$ cat src/rtl/core/mfasu_pkg.sv
`timescale 1ns / 1ps
package mfasu_pkg;
    localparam logic [10:0] MF_NAN  = 11'h7ff;
    localparam logic [10:0] MF_PINF = 11'h3c0;
    localparam logic [10:0] MF_NINF = 11'h7c0;
    localparam logic [10:0] MF_SIGN = 11'h400;
    localparam int          MF_BIAS = 7;

    localparam logic [1:0] OP_ADD = 2'd0;
    localparam logic [1:0] OP_SUB = 2'd1;
    localparam logic [1:0] OP_MUL = 2'd2;
    localparam logic [1:0] OP_NEG = 2'd3;

    typedef enum logic [3:0] {
        ST_IDLE = 4'b0001,
        ST_NORM = 4'b0010,
        ST_PACK = 4'b0100,
        ST_DONE = 4'b1000
    } t_state;

    typedef struct packed {
        logic        start;
        logic [20:0] mag;
        logic signed [6:0] exp;
    } t_norm_req;

    function automatic logic is_nan(input logic [10:0] v);
        return (v[9:6] == 4'hf) && (v[5:0] != 6'd0);
    endfunction

    function automatic logic is_inf(input logic [10:0] v);
        return (v == MF_PINF) || (v == MF_NINF);
    endfunction

    function automatic logic is_zero(input logic [10:0] v);
        return v[9:0] == 10'd0;
    endfunction

    function automatic logic [6:0] sig_of(input logic [10:0] v);
        return (v[9:6] == 4'd0) ? {1'b0, v[5:0]} : {1'b1, v[5:0]};
    endfunction

    function automatic logic signed [6:0] exp_of(input logic [10:0] v);
        return (v[9:6] == 4'd0) ? -7'sd6 : $signed({3'b000, v[9:6]}) - 7'sd7;
    endfunction
endpackage

$ cat src/rtl/core/mfasu_norm.sv
`timescale 1ns / 1ps
module mfasu_norm
    import mfasu_pkg::*;
(
    input  logic              i_clk,
    input  logic              i_rst_n,
    input  t_norm_req         i_req,
    output logic              o_done,
    output logic [20:0]       o_mag,
    output logic signed [6:0] o_exp
);
    logic [20:0]       r_mag, n_mag;
    logic signed [6:0] r_exp, n_exp;
    logic              r_busy, n_busy;

    always_comb begin
        n_mag  = r_mag;
        n_exp  = r_exp;
        n_busy = r_busy;
        if (i_req.start) begin
            n_mag  = i_req.mag;
            n_exp  = i_req.exp;
            n_busy = 1'b1;
        end else if (r_busy) begin
            if (r_mag[20:7] != 14'd0) begin
                n_mag = {1'b0, r_mag[20:1]};
                n_exp = r_exp + 7'sd1;
            end else begin
                n_busy = 1'b0;
            end
        end
    end

    always_ff @(posedge i_clk) begin
        if (!i_rst_n) begin
            r_busy <= 1'b0;
        end else begin
            r_busy <= n_busy;
        end
        r_mag <= n_mag;
        r_exp <= n_exp;
    end

    assign o_done = r_busy && !i_req.start && (r_mag[20:7] == 14'd0);
    assign o_mag  = r_mag;
    assign o_exp  = r_exp;
endmodule

$ cat src/rtl/core/minifloat_add_sub_mul_unit_core.sv
`timescale 1ns / 1ps
// Special cases and negate go from the normalize state straight to done; add, subtract and
// multiply also pass the pack state, where up to 14 right shifts normalize a 21-bit value.
// The input stalls while busy, also while output stalls hold the result in the done state.
// Reset: synchronous active-low i_rst_n clears the sequencer and output valid.
module minifloat_add_sub_mul_unit_core
    import mfasu_pkg::*;
(
    input  logic        i_clk,
    input  logic        i_rst_n,
    input  logic        i_valid,
    output logic        o_stall,
    input  logic [1:0]  i_req_type,
    input  logic [10:0] i_operand_a,
    input  logic [10:0] i_operand_b,
    output logic        o_valid,
    input  logic        i_stall,
    output logic [10:0] o_result_value
);
    t_state r_state, n_state;
    logic [10:0] r_a, r_b, r_res, n_res;
    logic [1:0]  r_op;
    logic        r_sign, n_sign;
    logic [20:0] n_mag;
    logic signed [6:0] n_exp;
    t_norm_req   w_req;
    logic        w_done;
    logic [20:0] w_mag;
    logic signed [6:0] w_exp;

    logic [10:0] w_b;
    logic        w_special;
    logic [10:0] w_sres;
    logic signed [6:0] w_ea, w_eb, w_emin;
    logic signed [21:0] w_va, w_vb, w_sum;
    logic [13:0] w_prod;

    assign o_stall = (r_state != ST_IDLE);
    assign o_valid = (r_state == ST_DONE);
    assign o_result_value = r_res;
    assign w_b = (r_op == OP_SUB) ? (r_b ^ MF_SIGN) : r_b;

    always_comb begin
        w_special = 1'b1;
        w_sres    = 11'd0;
        w_ea = exp_of(r_a);
        w_eb = exp_of(w_b);
        w_emin = (w_ea < w_eb) ? w_ea : w_eb;
        w_va = $signed({15'd0, sig_of(r_a)} << (w_ea - w_emin));
        w_vb = $signed({15'd0, sig_of(w_b)} << (w_eb - w_emin));
        if (r_a[10]) w_va = -w_va;
        if (w_b[10]) w_vb = -w_vb;
        w_sum  = w_va + w_vb;
        w_prod = {7'd0, sig_of(r_a)} * {7'd0, sig_of(w_b)};
        n_sign = 1'b0;
        n_mag  = 21'd0;
        n_exp  = 7'sd0;
        case (r_op)
            OP_NEG: begin
                w_sres = is_nan(r_a) ? MF_NAN : (r_a ^ MF_SIGN);
            end
            OP_MUL: begin
                n_sign = r_a[10] ^ w_b[10];
                if (is_nan(r_a) || is_nan(w_b)) w_sres = MF_NAN;
                else if ((is_inf(r_a) && is_zero(w_b)) || (is_inf(w_b) && is_zero(r_a)))
                    w_sres = MF_NAN;
                else if (is_inf(r_a) || is_inf(w_b)) w_sres = MF_PINF | {n_sign, 10'd0};
                else if (is_zero(r_a) || is_zero(w_b)) w_sres = {n_sign, 10'd0};
                else begin
                    w_special = 1'b0;
                    n_mag = {7'd0, w_prod};
                    n_exp = w_ea + w_eb - 7'sd12;
                end
            end
            default: begin
                if ((r_a == MF_PINF && w_b == MF_NINF) || (r_a == MF_NINF && w_b == MF_PINF))
                    w_sres = MF_NAN;
                else if (is_nan(r_a) || is_nan(w_b)) w_sres = MF_NAN;
                else if (is_inf(r_a) && is_inf(w_b)) w_sres = MF_PINF | (r_a & w_b & MF_SIGN);
                else if (r_a == (w_b ^ MF_SIGN)) w_sres = 11'd0;
                else if (r_a == MF_PINF || w_b == MF_PINF) w_sres = MF_PINF;
                else if (r_a == MF_NINF || w_b == MF_NINF) w_sres = MF_NINF;
                else if (is_zero(r_a) && is_zero(w_b)) w_sres = r_a & w_b & MF_SIGN;
                else if (is_zero(r_a)) w_sres = w_b;
                else if (is_zero(w_b)) w_sres = r_a;
                else begin
                    w_special = 1'b0;
                    n_sign = w_sum[21];
                    n_mag  = w_sum[21] ? 21'(-w_sum) : 21'(w_sum);
                    n_exp  = w_emin - 7'sd6;
                end
            end
        endcase
    end

    assign w_req.start = (r_state == ST_NORM) && !w_special;
    assign w_req.mag   = n_mag;
    assign w_req.exp   = n_exp;

    mfasu_norm u_norm (
        .i_clk   (i_clk),
        .i_rst_n (i_rst_n),
        .i_req   (w_req),
        .o_done  (w_done),
        .o_mag   (w_mag),
        .o_exp   (w_exp)
    );

    logic [2:0] w_p;
    logic signed [7:0] w_bex;
    logic signed [7:0] w_sh;
    logic [6:0] w_m7;

    always_comb begin
        w_p = 3'd0;
        for (int k = 1; k < 7; k++) begin
            if (w_mag[k]) w_p = 3'(k);
        end
        w_m7  = w_mag[6:0];
        w_bex = 8'(w_exp) + 8'(w_p) + 8'sd7;
        w_sh  = 8'(w_exp) + 8'sd12;
        if (w_mag == 21'd0) n_res = {r_sign, 10'd0};
        else if (w_bex >= 8'sd15) n_res = {r_sign, 10'h3c0};
        else if (w_bex >= 8'sd1) n_res = {r_sign, w_bex[3:0], 6'(w_m7 << (3'd6 - w_p))};
        else if (w_sh >= 8'sd0)
            n_res = {r_sign, 4'd0, 6'(w_m7 << ((w_sh > 8'sd6) ? 3'd6 : w_sh[2:0]))};
        else if (w_sh <= -8'sd7) n_res = {r_sign, 10'd0};
        else n_res = {r_sign, 4'd0, 6'(w_m7 >> 3'(-w_sh))};
    end

    always_comb begin
        n_state = r_state;
        case (r_state)
            ST_IDLE: if (i_valid) n_state = ST_NORM;
            ST_NORM: n_state = w_special ? ST_DONE : ST_PACK;
            ST_PACK: if (w_done) n_state = ST_DONE;
            ST_DONE: if (!i_stall) n_state = ST_IDLE;
            default: n_state = ST_IDLE;
        endcase
    end

    always_ff @(posedge i_clk) begin
        if (!i_rst_n) begin
            r_state <= ST_IDLE;
        end else begin
            r_state <= n_state;
        end
        if (r_state == ST_IDLE && i_valid) begin
            r_op <= i_req_type;
            r_a  <= i_operand_a;
            r_b  <= i_operand_b;
        end
        if (r_state == ST_NORM) begin
            r_sign <= n_sign;
            if (w_special) r_res <= w_sres;
        end
        if (r_state == ST_PACK && w_done) r_res <= n_res;
    end
endmodule
$ cat config.mk
export PLATFORM = sky130hd
export DESIGN_NAME = minifloat_add_sub_mul_unit_core
export DESIGN_NICKNAME = d
export VERILOG_FILES = /design/src/rtl/core/mfasu_pkg.sv /design/src/rtl/core/mfasu_norm.sv /design/src/rtl/core/minifloat_add_sub_mul_unit_core.sv
export SDC_FILE = /design/constraint.sdc
export NUM_CORES = 1
export LEC_CHECK = 0
export BUFFER_PORTS_ARGS = -buffer_cell sky130_fd_sc_hd__buf_2
export CORE_ASPECT_RATIO = 0.75
export CORE_MARGIN = 4
export CORE_UTILIZATION = 40
export DETAILED_ROUTE_END_ITERATION = 10
export GPL_TIMING_DRIVEN = 0
export PLACE_DENSITY = 0.62
export RECOVER_POWER = 100
export SYNTH_ARGS = -nofsm -noshare
export SYNTH_HDL_FRONTEND = slang
export SYNTH_SLANG_ARGS = --single-unit
$ cat constraint.sdc
create_clock -name i_clk -period 10.9 [get_ports i_clk]
set_clock_uncertainty 0.05 [all_clocks]
set_input_delay 0.545 -clock i_clk [delete_from_list [all_inputs] [get_ports i_clk]]
set_output_delay 0.545 -clock i_clk [all_outputs]
set_load 0.05 [all_outputs]
Word-level counts from Yosys, hierarchy flattened:

Index checks and enable logic that the tools add are counted.

* register bits: 69
* input bits: 28
* output and inout port bits: 13
* word-level logic and storage cells: 206

* eq/ne operators: 18
* bitwise logic cells: 5
* shift-type cells: 5
* reductions and logical operators: 40
* magnitude comparators: 6
* multiply operators: 1
* add/sub/neg operators: 17
* multiplexer cells: 105

Operators with widths (number)
* $mux 21: 13
* $mux 11: 18
* $mux 7: 21
* $mux 14: 4
* $mux 22: 2
* $neg 22->22: 2
* $shl 7x7->22: 2
* $pmux 21 s2: 1
* $mux 10: 3
* $mux 1: 26
* $add 22x22->22: 1
* $eq 11x10->1 const B: 2
* $eq 11x11->1 const B: 2
* $pmux 11 s2: 1
* $logic_not 21->1: 1
* $neg 21->21: 1
* $logic_not 10->1: 2
* $mux 3: 6
* $mux 4: 4
* $pmux 4 s4: 1
* $logic_not 14->1: 1
* $mul 7x7->14: 1
* $pmux 7 s2: 1
* $reduce_bool 14->1: 1
* 41 further kinds: 80

Logic depth before layout (Yosys ltp):

* depth after elaboration: 24
* depth in mapped cells: 45
* mapped depth without buffers: 42

By module:

From an unflattened synthesis, not the netlist that was laid out.

* cells, all modules: 1584
* area total of the unflattened synthesis: 12130.4 um^2

Modules (own cells, without submodules)
* minifloat_add_sub_mul_unit_core: instances 1, cells an instance 1495, sequential area each 1161.1 um^2, area an instance 10815.4 um^2
* mfasu_norm: instances 1, cells an instance 89, sequential area each 860.8 um^2, area an instance 1315.0 um^2

Worst setup path before layout:

Ideal clock, no wire load.

* kind: register to register
* start: register r_a[6]
* end: register u_norm.r_mag[17] (netlist: u_norm.o_mag[17]), data pin
* stages on the path, launching flop included: 41
* buffers on the path: 4
* library setup time: 0.136 ns
* setup slack: 2.059 ns
* arrival time: 8.655 ns
* data required time: 10.714 ns
* clock period less this slack: 8.841 ns
* cell sequence: edfxtp_1 -> inv_1 -> ha_1 -> nand2b_1 -> nand2b_1 -> clkbuf_1 -> nand2b_1 -> ha_1 -> or2_1 -> a21o_1 -> a21o_1 -> buf_2 -> o21ai_0 -> ha_1 -> inv_1 -> fa_1 -> o211ai_1 -> o211a_1 -> (+5 left out) -> nor3_4 -> nand2_1 -> o21ai_0 -> xor2_1 -> ha_1 -> or4_1 -> a41oi_1 -> o21ai_0 -> o211ai_1 -> o21ai_0 -> o21ai_0 -> nand2b_1 -> a21o_1 -> a21oi_1 -> xnor3_2 -> buf_6 -> or4_1 -> nand3_1

* cells in the longest elaborated chain, start to end: 22
* elaborated cells on any way between the ends: 63
* classes of those cells: add/sub: 7; order compare: 1; eq/ne: 4; shift: 2; mux: 30; reduce/logical: 19

Ends and longest elaborated chain
* start, declared: RTL line minifloat_add_sub_mul_unit_core.sv:21 `logic [10:0] r_a, r_b, r_res, n_res;`
* start signal, assigned: RTL line minifloat_add_sub_mul_unit_core.sv:150 `r_a <= i_operand_a;`
* $sub 4x3->5 / $logic_not 4->1 (equally long branches): RTL line mfasu_pkg.sv:44, mfasu_pkg.sv:40
* $mux 7: RTL line mfasu_pkg.sv:44 `return (v[9:6] == 4'd0) ? -7'sd6 : $signed({3'b000, v[9:6]}) - 7'sd7;`
* $lt 7x7->1: RTL line minifloat_add_sub_mul_unit_core.sv:48 `w_emin = (w_ea < w_eb) ? w_ea : w_eb;`
* $mux 7: RTL line minifloat_add_sub_mul_unit_core.sv:48
* $sub 7x7->7, on equally long branches: RTL line minifloat_add_sub_mul_unit_core.sv:49, minifloat_add_sub_mul_unit_core.sv:50
* $shl 7x7->22, on equally long branches: RTL line minifloat_add_sub_mul_unit_core.sv:49, minifloat_add_sub_mul_unit_core.sv:50
* $neg 22->22, on equally long branches: RTL line minifloat_add_sub_mul_unit_core.sv:51, minifloat_add_sub_mul_unit_core.sv:52
* $mux 22, on equally long branches: RTL line minifloat_add_sub_mul_unit_core.sv:51, minifloat_add_sub_mul_unit_core.sv:52
* (+7 left out)
* $mux 21: RTL line minifloat_add_sub_mul_unit_core.sv:81 `else if (r_a == MF_PINF || w_b == MF_PINF) w_sres = MF_PINF;`
* $mux 21: RTL line minifloat_add_sub_mul_unit_core.sv:80 `else if (r_a == (w_b ^ MF_SIGN)) w_sres = 11'd0;`
* $mux 21: RTL line minifloat_add_sub_mul_unit_core.sv:79 `else if (is_inf(r_a) && is_inf(w_b)) w_sres = MF_PINF | (r_a & w_b & MF_SIGN);`
* $mux 21: RTL line minifloat_add_sub_mul_unit_core.sv:78 `else if (is_nan(r_a) || is_nan(w_b)) w_sres = MF_NAN;`
* $mux 21: RTL line minifloat_add_sub_mul_unit_core.sv:76 `if ((r_a == MF_PINF && w_b == MF_NINF) || (r_a == MF_NINF && w_b == MF_PINF))`
* $pmux 21 s2: RTL line minifloat_add_sub_mul_unit_core.sv:58 `case (r_op)`
* $mux 21 (*): RTL line mfasu_norm.sv:20 `if (i_req.start) begin`
* named net u_norm.n_mag[17]: RTL line mfasu_norm.sv:12 `logic [20:0] r_mag, n_mag;`
* end signal, assigned: RTL line mfasu_norm.sv:40 `r_mag <= n_mag;`
* end, declared: RTL line mfasu_norm.sv:12

The timed path passes the listed nets; every way through them passes the cells marked *.
A chain may end at the register's enable or synchronous reset.

Worst setup path after layout:

* start: register r_a[6]
* end: register u_norm.r_mag[1] (netlist: u_norm.o_mag[1]), data pin

Same word-level chain as after synthesis.

==> flow_summary.toml <==
[power_and_ir_drop]
power_density_nw_per_um2 = 353
p_leak_uw = 0.00525
seqPwrFrac_pct = 7.5
sw_frac_of_total_pct = 56.8
ir_worst_vdd_v = 0.000437
power.internal_uw = 1910
p_switching_uw = 2510
p_clk_share_pct = 7.4
combPwrFrac_pct = 85.1

[synth]
syn_area_um2 = 11400
yosysTopAreaCellShare_pct = 16.8
synth-async-reset-ratio_pct = 0
synth_top_cell_by_area = "edfxtp_1"
synth-edff-count = 64
ys_top_cells_by_count = "nand2_1 (154), nor2_1 (120), inv_1 (109)"
yosysWarnings = 0
post_synth.cell_area_avg_um2 = 7.75
synth_cell_types = 95
syn_inst = 1476
yosysSeqAreaShare_pct = 17.7
synth_seq_cells = 69
synth_ff_type = "edfxtp_1"
yosysMostFrequentCell = "nand2_1"
synth_area_leaders = "edfxtp_1 (17%), ha_1 (12%), fa_1 (5.1%)"
syn_nets = 1639

[setup_path]
worstRegToRegCells = 41
crit_path_end_kind = "flop"
path_class = "flop to flop"
crit_path_top_delay_cell = "edfxtp_1"
cp-start-kind = "flop"
max_stage_delay_ps = 550
path_max_fanout = 10
cpMostUsedCell = "a21o_1"
required_ps = 10920
worstPathArrival_ps = 10360
r2r-start = "r_a[6]"
r2r_end = "u_norm.o_mag[1]"
rrSetupSlack_ps = 570

[cts]
clk_path_buf_depth = 2
postCtsHoldBufs = 0
cts-root-buf = "clkbuf_16"
clk_pin_slew_ps = 70
cts_tree = "built"
cts_max_level = 3
cts_buffers = 9
clk_latency_ps = 370
cts.sinks = 69

[route]
via_per_inst = 5.99
antenna_left = 0
first_pass_iters = 6
vias = 11500
drcViolationCount = 0
routedWlPerCell_um = 19.3
finalWirelength_um = 37100
drtIter0Drc = 1298

[grt]
grt_max_degree = 25
grt-ovfl-total = 0
grtUsageTotal_pct = 23.1
grt_pass1_wl_um = 58300
first_global_vias = 10500
antenna_found_initial = 2

[job]
max_cap_viol_count = 2

[worst_hold_path]
hold_start = "i_operand_a[6]"
hold_depth = 1
hp-class = "input pin to flop"
min_to = "r_a[6]"

[cells_and_area]
final_area_um2 = 12500
drive_above_1_share_pct = 7.36
syn_to_final_growth_pct = 9.18
n_antenna_cell = 0
fillCellCount = 2872
fin_nets = 1694

[timing]
max_freq_ghz = 0.0968
finalSetupViolations = 0
slew_headroom_pct = -32.4
timing.final.crit_share_pct = 94.8
hold_slack_ps = 298
tightest_slew_ps = 1960
hold_violations = 0
min_period_ps = 10330
report.final.slew_viol_count = 40

[place]
dpl_cell_area_um2 = 12200
place.gp.congestion = 1.00
dp_hpwl_um = 29600
portBuffers = 40

[die]
die_w_um = 203
io_pins = 41
rows = 53
die_h_um = 154
start_util_pct = 40.7
core_um2 = 28100
dieArea_um2 = 31400

[outcome]
run_status = "finished, violations left"
violations = "max-capacitance violations, max-slew violations"
==> final cells by class <==
| cell class | instances | area [µm²] | area share [%] |
|---|---|---|---|
| buffer | 72 | 320 | 2.57 |
| clock buffer | 13 | 293 | 2.35 |
| clock inverter | 3 | 23.8 | 0.190 |
| inverter | 112 | 425 | 3.41 |
| multi-input combinational | 1223 | 8710 | 69.8 |
| sequential | 69 | 2020 | 16.2 |
| tap | 385 | 482 | 3.86 |
| timing repair buffer | 44 | 206 | 1.65 |
==> through the flow <==
stage / worst slack (ps) / instances / utilization (%) / power [µW] / setup TNS (ps)
after global placement: 88.0 / 1901 / 43.1 / 3930 / 0
after floorplan: 2060 / 1476 / - / 3090 / 0
final: 567 / 1921 / 44.4 / 4410 / 0
after CTS: 65.1 / 1919 / 44.4 / 4320 / 0
after global routing: -3.53 / 1921 / 44.4 / 4800 / -3.53
after detailed placement: 143 / 1903 / 43.3 / 3970 / 0
==> timing repair <==
action,4_1_cts,5_1_grt
endpoints found under the hold margin,0,0
endpoints found under the setup margin,0,21
setup buffers,0,2
gates resized for setup,0,13
==> power groups by stage <==
stage          Sequential [µW]  Combinational (µW)  Clock (µW)
2_1_floorplan              333                2760           0
3_3_place_gp               337                3590           0
3_5_place_dp               337                3630           0
4_1_cts                    331                3660         329
5_1_grt                    333                4120         340
6_report                   332                3750         327
==> logic make-up (layout without fill, tap and decap cells) <==
kind of cell,after synthesis,after routing,share of synthesized area (%)
AOI/OAI and AO/OA,424,424,24.5
adders and majority gates,135,135,16.7
buffers and inverters,184,244,6.51
xor gates and xnor gates,91,91,7.50
and+or+nand+nor,525,525,22.6
DFF,69,69,17.7
muxes,48,48,4.48
==> placed cells by master, fill, tap and decap left out, types with 35 or more instances in the layout <==
master	Yosys	layout
nand2_1	154	154
nor2_1	120	120
inv_1	109	109
ha_1	106	106
a21oi_1	105	104
o21ai_0	97	94
clkbuf_1	53	68
edfxtp_1	64	64
nand3_1	58	58
xnor2_1	51	51
mux2i_1	41	41
xor2_1	36	36
buf_2	9	35
==> sequential cells by signal, indices dropped and copies added, names as in the netlist <==
signal          count
u_norm.o_exp        7
r_op                2
u_norm.o_mag       21
r_b                11
u_norm.r_busy       1
o_result_value     11
r_sign              1
r_state             4
r_a                11
==> worst max-delay path, delay by kind of cell, from the launching register on <==
family,cells,cell delay [ps]
mux,2,360
simple gates,8,1640
compound gates,18,3940
flops,1,550
fa+ha+maj,5,1590
xor+xnor,1,540
buf+inv,7,1350
==> layer usage <==
metal | GRT usage, % | vias up | routed length, µm
met4 | 5.55 | 2 | 886
li1 | - | 5465 | -
met2 | 33.6 | 522 | 15300
met1 | 33.9 | 5433 | 17200
met3 | 6.46 | 77 | 3660
met5 | 0 | - | 16
==> worst max path at each step <==
| stage | startpoint | to | slack [ps] |
|---|---|---|---|
| after floorplan | r_a[6] | u_norm.o_mag[17] | 2060 |
| after global placement | r_a[6] | u_norm.o_mag[1] | 90 |
| after detailed placement | r_a[6] | u_norm.o_mag[1] | 140 |
| after CTS | r_a[6] | u_norm.o_mag[1] | 70 |
| after global routing | r_a[6] | u_norm.o_mag[2] | -4 |
| final | r_a[6] | u_norm.o_mag[1] | 570 |
(Power assumes the default switching activity.)
